`src/design/sfd_pkg.sv`:
```
// sfd_pkg: shared constants, types and helpers for the sensor frame deframer.
// No dependencies; imported by every module of the block.
`default_nettype none

package sfd_pkg;

  localparam int WIN_DEPTH = 15;          // bytes held before the current one
  localparam int ANT_OFS   = WIN_DEPTH - 3; // antenna header position in window
  localparam int GRP_W     = 7;           // payload bits per byte
  localparam int PAYLOAD_W = 112;         // packed result fields

  localparam logic [7:0] HDR_NAV = 8'h68;
  localparam logic [7:0] HDR_ANT = 8'h69;
  localparam logic [7:0] CHK_BIT = 8'h80;

  typedef logic [7:0] rx_byte_t;
  typedef rx_byte_t [WIN_DEPTH-1:0] window_t; // index 0 is the oldest byte

  typedef enum logic {
    KIND_NAV = 1'b0,
    KIND_ANT = 1'b1
  } frame_kind_t;

  // First member lands in the top bits: latitude ends up at bit 0.
  typedef struct packed {
    logic [13:0] antenna_angle;
    logic [13:0] air_pressure;
    logic [13:0] vertical_speed;
    logic [13:0] track_angle;
    logic [27:0] longitude;
    logic [27:0] latitude;
  } payload_t;

  typedef struct packed {
    logic nav_hit;
    logic ant_hit;
  } hit_t;

  function automatic logic [GRP_W-1:0] grp7(input rx_byte_t b);
    return b[GRP_W-1:0];
  endfunction

endpackage : sfd_pkg

`default_nettype wire

```
`src/design/sfd_window.sv`:
```
// sfd_window: 15-byte shift register of the most recent received bytes.
// Depends on sfd_pkg.
`default_nettype none

module sfd_window
  import sfd_pkg::*;
(
  input  wire logic     clk,
  input  wire logic     rst_n,
  input  wire logic     shift_en,
  input  wire rx_byte_t rx_byte,
  output window_t       win
);

  window_t win_r;
  window_t win_nxt;

  always_comb begin
    win_nxt = win_r;
    if (shift_en) begin
      for (int i = 0; i < WIN_DEPTH - 1; i++) begin
        win_nxt[i] = win_r[i+1];
      end
      win_nxt[WIN_DEPTH-1] = rx_byte;
    end
  end

  always_ff @(posedge clk) begin
    if (!rst_n) begin
      win_r <= '0;
    end else begin
      win_r <= win_nxt;
    end
  end

  assign win = win_r;

endmodule : sfd_window

`default_nettype wire

```
`src/design/sfd_match.sv`:
```
// sfd_match: checks both frame types ending at the incoming byte and
// extracts their fields. Pure combinational; depends on sfd_pkg.
`default_nettype none

module sfd_match
  import sfd_pkg::*;
(
  input  wire window_t  win,
  input  wire rx_byte_t rx_byte,
  output hit_t          hit,
  output payload_t      nav_pl,
  output payload_t      ant_pl
);

  rx_byte_t nav_x;
  rx_byte_t ant_x;

  always_comb begin
    nav_x = '0;
    for (int i = 0; i < WIN_DEPTH; i++) begin
      nav_x = nav_x ^ win[i];
    end
    ant_x = win[ANT_OFS] ^ win[ANT_OFS+1] ^ win[ANT_OFS+2];

    // check byte equals XOR | 0x80, and a bare 0x80 never passes
    hit.nav_hit = (win[0] == HDR_NAV) && ((nav_x | CHK_BIT) == rx_byte) &&
                  (rx_byte != CHK_BIT);
    hit.ant_hit = (win[ANT_OFS] == HDR_ANT) && ((ant_x | CHK_BIT) == rx_byte) &&
                  (rx_byte != CHK_BIT);

    // groups are least significant first
    nav_pl                = '0;
    nav_pl.latitude       = {grp7(win[4]), grp7(win[3]), grp7(win[2]), grp7(win[1])};
    nav_pl.longitude      = {grp7(win[8]), grp7(win[7]), grp7(win[6]), grp7(win[5])};
    nav_pl.track_angle    = {grp7(win[10]), grp7(win[9])};
    nav_pl.vertical_speed = {grp7(win[12]), grp7(win[11])};
    nav_pl.air_pressure   = {grp7(win[14]), grp7(win[13])};

    ant_pl               = '0;
    ant_pl.antenna_angle = {grp7(win[ANT_OFS+2]), grp7(win[ANT_OFS+1])};
  end

endmodule : sfd_match

`default_nettype wire

```
`src/design/sfd_queue.sv`:
```
// sfd_queue: holds the up-to-two results of one byte and feeds them to the
// output register in order, navigation first. Depends on sfd_pkg.
`default_nettype none

module sfd_queue
  import sfd_pkg::*;
(
  input  wire logic     clk,
  input  wire logic     rst_n,
  input  wire logic     load,
  input  wire hit_t     hit,
  input  wire payload_t nav_pl,
  input  wire payload_t ant_pl,
  output logic          load_ready,
  output logic          out_valid,
  input  wire logic     out_ready,
  output frame_kind_t   out_kind,
  output logic          out_last,
  output payload_t      out_pl
);

  logic        pend_nav_r, pend_nav_nxt;
  logic        pend_ant_r, pend_ant_nxt;
  payload_t    nav_pl_r;
  payload_t    ant_pl_r;
  logic        out_valid_r, out_valid_nxt;
  frame_kind_t out_kind_r;
  logic        out_last_r;
  payload_t    out_pl_r;

  logic out_free;
  logic pend_any;
  logic pend_both;
  logic take;

  assign out_free  = !out_valid_r || out_ready;
  assign pend_any  = pend_nav_r || pend_ant_r;
  assign pend_both = pend_nav_r && pend_ant_r;
  assign take      = out_free && pend_any;

  // room for a new byte once the pending slot empties this cycle
  assign load_ready = !pend_any || (take && !pend_both);

  always_comb begin
    pend_nav_nxt = pend_nav_r && !(take && pend_nav_r);
    pend_ant_nxt = pend_ant_r && !(take && !pend_nav_r);
    if (load) begin
      pend_nav_nxt = hit.nav_hit;
      pend_ant_nxt = hit.ant_hit;
    end

    out_valid_nxt = out_valid_r && !out_ready;
    if (take) begin
      out_valid_nxt = 1'b1;
    end
  end

  always_ff @(posedge clk) begin
    if (!rst_n) begin
      pend_nav_r  <= 1'b0;
      pend_ant_r  <= 1'b0;
      out_valid_r <= 1'b0;
    end else begin
      pend_nav_r  <= pend_nav_nxt;
      pend_ant_r  <= pend_ant_nxt;
      out_valid_r <= out_valid_nxt;
    end
  end

  always_ff @(posedge clk) begin
    if (load) begin
      nav_pl_r <= nav_pl;
      ant_pl_r <= ant_pl;
    end
    if (take) begin
      out_kind_r <= pend_nav_r ? KIND_NAV : KIND_ANT;
      out_last_r <= !pend_both;
      out_pl_r   <= pend_nav_r ? nav_pl_r : ant_pl_r;
    end
  end

  assign out_valid = out_valid_r;
  assign out_kind  = out_kind_r;
  assign out_last  = out_last_r;
  assign out_pl    = out_pl_r;

endmodule : sfd_queue

`default_nettype wire

```
`src/design/sensor_frame_deframer.sv`:
```
// sensor_frame_deframer: top level of the serial sensor frame deframer.
// Instantiates sfd_window, sfd_match and sfd_queue; depends on sfd_pkg.
`default_nettype none

// Byte-stream deframer for a sensor link. Every input beat carries one
// received byte; the block keeps the last 15 bytes and, on each new byte,
// looks for a 16-byte navigation frame (header 0x68) and a 4-byte antenna
// frame (header 0x69) that end at that byte. A frame passes when the XOR of
// its bytes before the check byte, ORed with 0x80, equals the check byte and
// the check byte is not 0x80. Each passing frame gives one output beat;
// when both pass on the same byte the navigation beat comes first and only
// the second beat has tlast set. Throughput is one byte per clock while the
// output is not stalled: the frame check is done in the accept cycle and
// lands in a pending register, which drains into the output register. A
// byte that completes both frames needs two output beats, so in_tready drops
// behind it until the navigation beat has left the pending register.
// After reset the window holds zeros, which never match a header.

module sensor_frame_deframer
  import sfd_pkg::*;
(
  input  wire logic                 clk,
  input  wire logic                 rst_n,
  // input stream
  input  wire logic                 in_tvalid,
  output logic                      in_tready,
  input  wire logic [7:0]           in_tdata,   // [7:0] rx_byte
  // result stream
  output logic                      out_tvalid,
  input  wire logic                 out_tready,
  output logic [PAYLOAD_W-1:0]      out_tdata,  // [27:0] latitude, [55:28] longitude,
                                                // [69:56] track_angle,
                                                // [83:70] vertical_speed,
                                                // [97:84] air_pressure,
                                                // [111:98] antenna_angle
  output logic                      out_tlast,  // last_result
  output logic                      out_tuser   // [0] frame_kind
);

  window_t     win;
  hit_t        hit;
  payload_t    nav_pl;
  payload_t    ant_pl;
  payload_t    out_pl;
  frame_kind_t out_kind;
  logic        in_beat;

  assign in_beat = in_tvalid && in_tready;

  // byte history, shifted on every accepted beat
  sfd_window u_window (
    .clk      (clk),
    .rst_n    (rst_n),
    .shift_en (in_beat),
    .rx_byte  (in_tdata),
    .win      (win)
  );

  // header/check match and field extraction against the pre-shift window
  sfd_match u_match (
    .win     (win),
    .rx_byte (in_tdata),
    .hit     (hit),
    .nav_pl  (nav_pl),
    .ant_pl  (ant_pl)
  );

  // pending results and output register
  sfd_queue u_queue (
    .clk        (clk),
    .rst_n      (rst_n),
    .load       (in_beat),
    .hit        (hit),
    .nav_pl     (nav_pl),
    .ant_pl     (ant_pl),
    .load_ready (in_tready),
    .out_valid  (out_tvalid),
    .out_ready  (out_tready),
    .out_kind   (out_kind),
    .out_last   (out_tlast),
    .out_pl     (out_pl)
  );

  assign out_tdata = out_pl;
  assign out_tuser = out_kind;

endmodule : sensor_frame_deframer

`default_nettype wire
```
`config.mk`:
```
export PLATFORM = sky130hd
export DESIGN_NAME = sensor_frame_deframer
export DESIGN_NICKNAME = d
export VERILOG_FILES = /design/src/design/sfd_pkg.sv /design/src/design/sfd_window.sv /design/src/design/sfd_match.sv /design/src/design/sfd_queue.sv /design/src/design/sensor_frame_deframer.sv
export SDC_FILE = /design/constraint.sdc
export NUM_CORES = 1
export LEC_CHECK = 0
export BUFFER_PORTS_ARGS = -buffer_cell sky130_fd_sc_hd__buf_2
export CAP_MARGIN = 20
export CORE_MARGIN = 1.5
export CORE_UTILIZATION = 50
export DETAILED_ROUTE_END_ITERATION = 7
export GPL_ROUTABILITY_DRIVEN = 0
export PLACE_DENSITY = 0.68
export SYNTH_ARGS = -nofsm -noshare
export SYNTH_HDL_FRONTEND = slang
export SYNTH_HIERARCHICAL = 1
export SYNTH_SLANG_ARGS = --single-unit
```
`constraint.sdc`:
```
create_clock -name clk -period 22.1 [get_ports clk]
set_input_delay 2.21 -clock clk [delete_from_list [all_inputs] [get_ports clk]]
set_output_delay 2.21 -clock clk [all_outputs]
set_load 0.05 [all_outputs]
```
### Yosys cells after proc, flatten, opt, wreduce, memory -nomap -nowiden

Index checks and enable logic that the tools add are counted.

| word-level totals | value |
|---|---|
| bits in registers | 335 |
| output and inout bits | 116 |
| word-level logic and storage cells | 79 |
| bits of input ports | 12 |

| operators by class | value |
|---|---|
| reductions and logical operators | 23 |
| bitwise logic cells | 16 |
| equal/unequal tests | 5 |
| muxes and demuxes | 4 |

Operators by type and width:

| kind | count |
|---|---|
| 7-bit bitwise XOR | 16 |
| 8-bit by 7-bit == test with 1-bit output, second input constant | 2 |
| 8-bit == test | 2 |
| 1-bit logical AND | 13 |
| 8-bit != test, second input constant | 1 |
| 1-bit logical NOT | 7 |
| 1-bit two-way mux | 4 |
| 1-bit logical OR | 3 |

### Depth between registers and ports, before layout

Gate-level depths: netlist (run 1).

| logic depth | value |
|---|---|
| depth after elaboration | 18 |
| mapped depth | 10 |
| mapped depth without buffers | 8 |

### By module

The synthesis (run 1) kept the hierarchy.

By module, submodules not included:

| module | cells each | times used | seq. area each (sq um) | area each (sq um) |
|---|---|---|---|---|
| sfd_queue | 480 | 1 | 10,209.8 | 11,817.6 |
| sfd_window | 387 | 1 | 2,402.3 | 4,647.0 |
| sfd_match | 344 | 1 | 0.0 | 2,698.8 |
| sensor_frame_deframer | 1 | 1 | 0.0 | 6.3 |

### Worst setup path after synthesis (run 1)

No wires, ideal clock.

| path | value |
|---|---|
| path kind | input to register |
| from | input out_tready |
| to | register u_window.win_r (netlist bit u_window/win[0]) |
| setup slack | 12.651 ns |
| setup time | 0.116 ns |
| data arrival time | 9.333 ns |
| buffers on the path | 3 |
| data required time | 21.984 ns |
| cell stages on the path | 8 |
| cells stage by stage | nand2b_1 maj3_1 and2_1 buf_4 buf_12 buf_12 mux2i_1 nor2b_1 |

| between the ends | value |
|---|---|
| cells in the longest elaborated chain, start to end | 5 |

RTL lines:

| item | line | source |
|---|---|---|
| start, declared | sensor_frame_deframer.sv:30 | `input wire logic out_tready,` |
| 1-bit logical OR | sfd_queue.sv:36 | `assign out_free = !out_valid_r \|\| out_ready;` |
| 1-bit logical AND | sfd_queue.sv:39 | `assign take = out_free && pend_any;` |
| 1-bit logical AND | sfd_queue.sv:42 | `assign load_ready = !pend_any \|\| (take && !pend_both);` |
| 1-bit logical OR | sfd_queue.sv:42 |  |
| via in_tready | sensor_frame_deframer.sv:26 | `output logic in_tready,` |
| 1-bit logical AND | sensor_frame_deframer.sv:48 | `assign in_beat = in_tvalid && in_tready;` |
| via in_beat | sensor_frame_deframer.sv:46 | `logic in_beat;` |
| end signal, assigned | sfd_window.sv:32 | `win_r <= win_nxt;` |
| end, declared | sfd_window.sv:15 | `window_t win_r;` |

The timed path passes the listed nets, and every way through them passes these cells.
A chain may end at the register's enable or synchronous reset.

### Worst setup path after layout (run 1)

| path | value |
|---|---|
| from | input out_tready |
| to | output in_tready |

| between the ends | value |
|---|---|
| cells in the longest elaborated chain, start to end | 4 |

RTL lines:

| item | line |
|---|---|
| 1-bit logical OR | sfd_queue.sv:36 |
| 1-bit logical AND | sfd_queue.sv:39 |
| 1-bit logical AND | sfd_queue.sv:42 |
| 1-bit logical OR | sfd_queue.sv:42 |
| end, declared | sensor_frame_deframer.sv:26 |

No other way between the ends.

==> metrics.yaml, run 1 <==
clock_tree:
  cts_buffers: 47
  htree_levels: 2
  ctsHoldBuffers: 0
  cts-resized-gates: 0
  cts_sinks: 461
  cts_setup_buffers: 0
  root_buffer: "clkbuf_16"
  clk_latency_ps: 580
  clk_pin_slew_ps: 60
  cts_tree: "yes"
  clockBufferDepth: 3
floorplan:
  chipWidth_um: 199
  num_rows: 71
  die_h_um: 199
  initial_core_util: 0.509
  die_area_um2: 39500
  top_level_ports: 128
  core-area_um2: 37700
drt:
  drtAntennaViolNets: 0
  drt-wirelength-per-cell_um: 16.6
  dr.pass1.iters: 4
  viasPerCell: 4.61
  drt_iter0_markers: 513
  routed_wl_um: 29800
  drc: 0
  num_vias: 8275
setup_path:
  crit_top_cell: "buf_2"
  path_cells: "buf_2 > nand2b_1 > maj3_1 > buf_2"
  critPathLaunchType: "input pin"
  critical_path_class: "input pin to primary output"
  crit_path_max_fanout: 3
  endpoint_kind: "primary output"
  critical_path_required_ps: 19890
  cp.arrival_ps: 3070
  cpMaxStageDelayCell: "maj3_1"
  cp_slowest_stage_delay_ps: 370
global_routing:
  overflow: 0
  grtUsageTotal: 0.153
  grt_max_degree: 118
  grt_pass1_wl_um: 45700
  grt_pass1_vias: 8064
  antenna_found_initial: 1
logic_synthesis:
  yosys_register_bits: 461
  yosysWarnings: 6
  synth_area_per_cell_um2: 15.8
  synth_cell_types: 32
  seq_area_frac_synth: 0.658
  synthFlopType: "edfxtp_1"
  yosysMostFrequentCell: "edfxtp_1"
  synth_edf_count: 338
  async_flop_share: 0
  synth_commonest_cells: "edfxtp_1, buf_4, dfxtp_1, nor2b_1, mux2i_1"
  synth_area_leader_cell: "edfxtp_1"
  synth_top_cell_area_share: 0.529
  syn_area_um2: 19200
  synth.area.top_cells: "edfxtp_1, dfxtp_1, buf_4, mux2i_1, mux2_2"
  syn_inst: 1212
pwr:
  power_leakage_nw: 7.59
  power_density_nw_per_um2: 87.4
  ir_drop_uv: 73.0
layout:
  nNetsFinal: 1257
  drive_gt1_frac: 0.253
  post-route-util: 0.542
  area_delta_synth_final_pct: 6.47
  post-route-cell-area_um2: 20400
  diodes: 0
  n_fill_cell: 3084
timing:
  worst_pin_slew_ps: 1080
  final-hold-violation-count: 0
  clock_skew_ps: 20.0
  finalSetupViolCount: 0
  fin_tns_setup_ps: 0
  timing.fmax_mhz: 189
  slew_headroom: 0.282
  period_minus_slack_ps: 5280
  rsz0062_at_grt: "false"
  finalCritPeriodShare: 0.239
  setup_ws_ps: 16820
  slew_violations: 0
  hold_slack_ps: 511
place:
  hpwlAfterDp_um: 18400
  placed_area_um2: 18900
  pre_cts_ws_ps: 16820
  port_buffers: 127
outcome:
  status: "complete, no violations"
job:
  maxCapViolCount: 0
min_path:
  hp-class: "flip-flop to flip-flop"
[layout make-up]
type / count / area, µm² / area share
flip-flops and latches: 461 / 12600 / 0.618
repair buffers: 137 / 731 / 0.0358
inverters: 2 / 7.51 / 0.000368
well taps: 511 / 639 / 0.0313
multi-input cells: 596 / 4890 / 0.240
clock buffers: 76 / 1460 / 0.0715
clock inverters: 11 / 67.6 / 0.00331
[stage by stage]
step | std cells | power, mW
after global routing | 1794 | 1.84
final | 1794 | 1.78
after floorplan | 1323 | 1.04
after global placement | 1706 | 1.03
after CTS | 1793 | 1.81
after detailed placement | 1706 | 1.03
[report_power, final]
part / switching, mW / total (mW) / leakage (nW) / internal (mW)
Clock: 0.319 / 0.770 / 0.755 / 0.452
Combinational: 0.0292 / 0.0547 / 2.56 / 0.0255
Sequential: 0.00806 / 0.959 / 4.28 / 0.951
[critical path, delay by kind of cell]
family | cells | cell delay, ps
adders and majority gates | 1 | 370
buffers and inverters | 2 | 330
and+or+nand+nor | 1 | 160
[cell families after synthesis]
kind of cell | Yosys count | synth area share
AOI/OAI and AO/OA | 4 | 0.00176
xor gates and xnor gates | 105 | 0.0480
adders and majority gates | 1 | 0.000522
buffers and inverters | 266 | 0.109
DFF | 461 | 0.658
muxes | 233 | 0.136
other | 1 | 0.000196
and+or+nand+nor | 141 | 0.0460
[layout by cell type, fill, tap and decap left out, types with 2 or more instances in the layout]
cell	synthesis	layout
edfxtp_1	338	338
buf_2	8	127
dfxtp_1	123	122
nor2b_1	121	121
mux2i_1	120	120
conb_1	1	112
xnor2_1	92	92
mux2_2	75	75
clkbuf_16	0	50
mux2_4	38	38
clkbuf_1	12	15
xor2_1	13	13
clkbuf_8	0	11
buf_4	227	9
clkinv_2	0	7
nor3_1	3	3
nand2_1	3	3
clkinv_1	0	2
or4_1	2	2
nand4b_1	2	2
nor4_1	2	2
a21boi_0	2	2
[path summary, 6_finish.rpt]
kind	start	endpoint	slack, ps	cells past startpoint
worst max-delay path	out_tready	in_tready	16820	4
worst min-delay path	u_window/win[7]	u_window/win[7]	510	2
worst max register to register	u_queue/pend_nav_r	u_queue/pend_ant_r	19000	6
worst min register to register	u_window/win[7]	u_window/win[7]	510	2
[metal layers]
metal  GRT usage  part of all wire  vias up
met5           0           0.00044        -
met4      0.0522             0.021        2
met3      0.0368             0.055       54
met2       0.229              0.45      160
met1       0.219              0.48     4060
li1            -                 -     3999
[flip-flops by register name, indices dropped and copies added (netlist names), 112 cells and up]
signal	cells
u_queue/ant_pl_r	112
u_queue/nav_pl_r	112
u_queue/out_pl	112
u_window/win	120
Note: power is estimated with default switching activity, not from simulation.
==> run 2: changes to the inputs <==
==> constraint.sdc (replaced) <==
create_clock -name clk -period 5.45 [get_ports clk]
set_input_delay 0.545 -clock clk [delete_from_list [all_inputs] [get_ports clk]]
set_output_delay 0.545 -clock clk [all_outputs]
set_load 0.05 [all_outputs]
==> metrics.yaml, run 2 (synthesized netlist as in run 1, its figures left out) <==
timing:
  finalSetupViolCount: 0  # unchanged
  slew_violations: 0  # unchanged
  period_minus_slack_ps: 2870
  rsz0062_at_grt: "false"  # unchanged
  worst_pin_slew_ps: 955  # was 1080 ps
  fin_tns_setup_ps: 0  # unchanged
  final-hold-violation-count: 0  # unchanged
  finalCritPeriodShare: 0.527
  setup_ws_ps: 2580  # was 16,820 ps
  clock_skew_ps: 16.8  # was 20.0 ps
  slew_headroom: 0.363  # was 0.282
  timing.fmax_mhz: 348
layout:
  diodes: 0  # unchanged
  post-route-util: 0.541  # was 0.542
  largest_register_ffs: 120  # unchanged
  final_cell_mix: "edfxtp_1, buf_2, dfxtp_1"  # unchanged
  drive_gt1_frac: 0.248  # was 0.253
  area_delta_synth_final_pct: 6.26  # was 6.47%
  final_common_cell: "edfxtp_1"  # unchanged
  nNetsFinal: 1255  # was 1,257
setup_path:
  critPathLaunchType: "flip-flop"  # was input pin
  critical_path_required_ps: 5910  # was 19,890 ps
  cpMaxStageDelayCell: "and2_4"  # was maj3_1
  critical_path_class: "flip-flop to flip-flop"  # was input pin to primary output
  cp_top_family: "buffers and inverters"  # was adder cells
  cp_num_buf_inv: 2  # unchanged
  cp_slowest_stage_delay_ps: 720  # was 370 ps
  endpoint_kind: "flip-flop"  # was primary output
  path_cells: "inv_2 > maj3_1 > and2_4 > buf_4 > mux2i_1 > nor2b_1"  # was buf_2 > nand2b_1 > maj3_1 > buf_2
  crit_path_max_fanout: 64  # was 3
  cp.arrival_ps: 3330  # was 3070 ps
pwr:
  p_sw_frac: 0.201  # was 0.200
  p_switching_mw: 1.44  # was 0.356 mW
  power_frac_comb: 0.031  # about the same
  seqPwrFrac: 0.541  # was 0.538
  power_density_nw_per_um2: 353  # was 87.4 nW/µm²
  intPower_mw: 5.74  # was 1.43 mW
  power_leakage_nw: 7.55  # was 7.59 nW
  ir_drop_uv: 265  # was 73.0 µV
  p_total_mw: 7.19  # was 1.78 mW
  clkPwrFrac: 0.428  # was 0.432
clock_tree:
  htree_levels: 2  # unchanged
  cts-resized-gates: 0  # unchanged
  clk_latency_ps: 570  # was 580 ps
  cts_sinks: 461  # unchanged
  cts_setup_buffers: 0  # unchanged
  cts_tree: "yes"  # unchanged
  clk_pin_slew_ps: 60  # about the same
  clockBufferDepth: 3  # unchanged
  cts_buffers: 47  # unchanged
  root_buffer: "clkbuf_16"  # unchanged
  ctsHoldBuffers: 0  # unchanged
floorplan:
  top_level_ports: 128  # unchanged
  initial_core_util: 0.509  # unchanged
  core-area_um2: 37700  # unchanged
  die_area_um2: 39500  # unchanged
  num_rows: 71  # unchanged
  die_h_um: 199  # unchanged
  chipWidth_um: 199  # unchanged
drt:
  drt_iter0_markers: 492  # was 513
  drc: 0  # unchanged
  dr.pass1.iters: 4  # unchanged
  drtAntennaViolNets: 0  # unchanged
  routed_wl_um: 29600  # was 29,800 µm
  drt-wirelength-per-cell_um: 16.5  # was 16.6 µm
  num_vias: 8053  # was 8,275
  viasPerCell: 4.49  # was 4.61
global_routing:
  grt_max_degree: 99  # was 118
  grtUsageTotal: 0.153  # about the same
  grt_pass1_vias: 7960  # was 8,064
  antenna_found_initial: 1  # unchanged
  grt_pass1_wl_um: 45500  # was 45,700 µm
  overflow: 0  # unchanged
place:
  port_buffers: 127  # unchanged
  pre_cts_ws_ps: 2510  # was 16,820 ps
  hpwlAfterDp_um: 18400  # about the same
job:
  maxCapViolCount: 0  # unchanged
min_path:
  hp-class: "input pin to flip-flop"  # was flip-flop to flip-flop
outcome:
  status: "complete, no violations"  # unchanged
## run 2: path summary, 6_finish.rpt
kind | from | to | slack, ps | depth (start not counted)
max | u_queue/pend_nav_r | u_window/win[118] | 2580 | 6
min | in_tdata[7] | u_window/win[119] | 280 | 3
min reg2reg | u_window/win[42] | u_queue/nav_pl_r[30] | 510 | 0
max reg2reg | u_queue/pend_nav_r | u_window/win[118] | 2580 | 6
## run 2: area by class of cell
| cell class | instances | area (µm²) |
|---|---|---|
| timing repair buffer | 135 | 721 |
| clock buffer | 69 | 1360 |
| sequential | 461 | 12600 |
| multi-input combinational | 596 | 4890 |
| tap | 511 | 639 |
| clock inverter | 19 | 133 |
| fill | 3077 | 17300 |
| inverter | 2 | 7.51 |
## run 2: metal layers
metal  vias to the layer above  global-route usage  routed length (µm)
met1                      3871               0.223               14600
met3                        55              0.0412                1460
met2                       133               0.222               12900
met5                         -                   0                  11
met4                         2              0.0474                 661
li1                       3992                   -                   -
## run 2: worst min-delay path, cell delays in order
cell and delay [ps]:
buf_2 100, mux2i_1 70, nor2b_1 100
## run 2: power by group through the flow
stage | clock, mW | sequential (mW) | combinational (mW)
finish | 3.08 | 3.89 | 0.222
global route | 3.31 | 3.90 | 0.244
CTS | 3.18 | 3.89 | 0.224
detailed placement | 0 | 3.96 | 0.222
global placement | 0 | 3.96 | 0.220
floorplan | 0 | 3.96 | 0.262
## run 2: stage by stage
step,instance area [µm²],hold slack (ps),instances
after CTS,20400,250,1793
after global placement,18900,489,1705
final,20400,280,1793
after floorplan,19600,464,1323
after detailed placement,18900,493,1705
after global routing,20400,277,1793
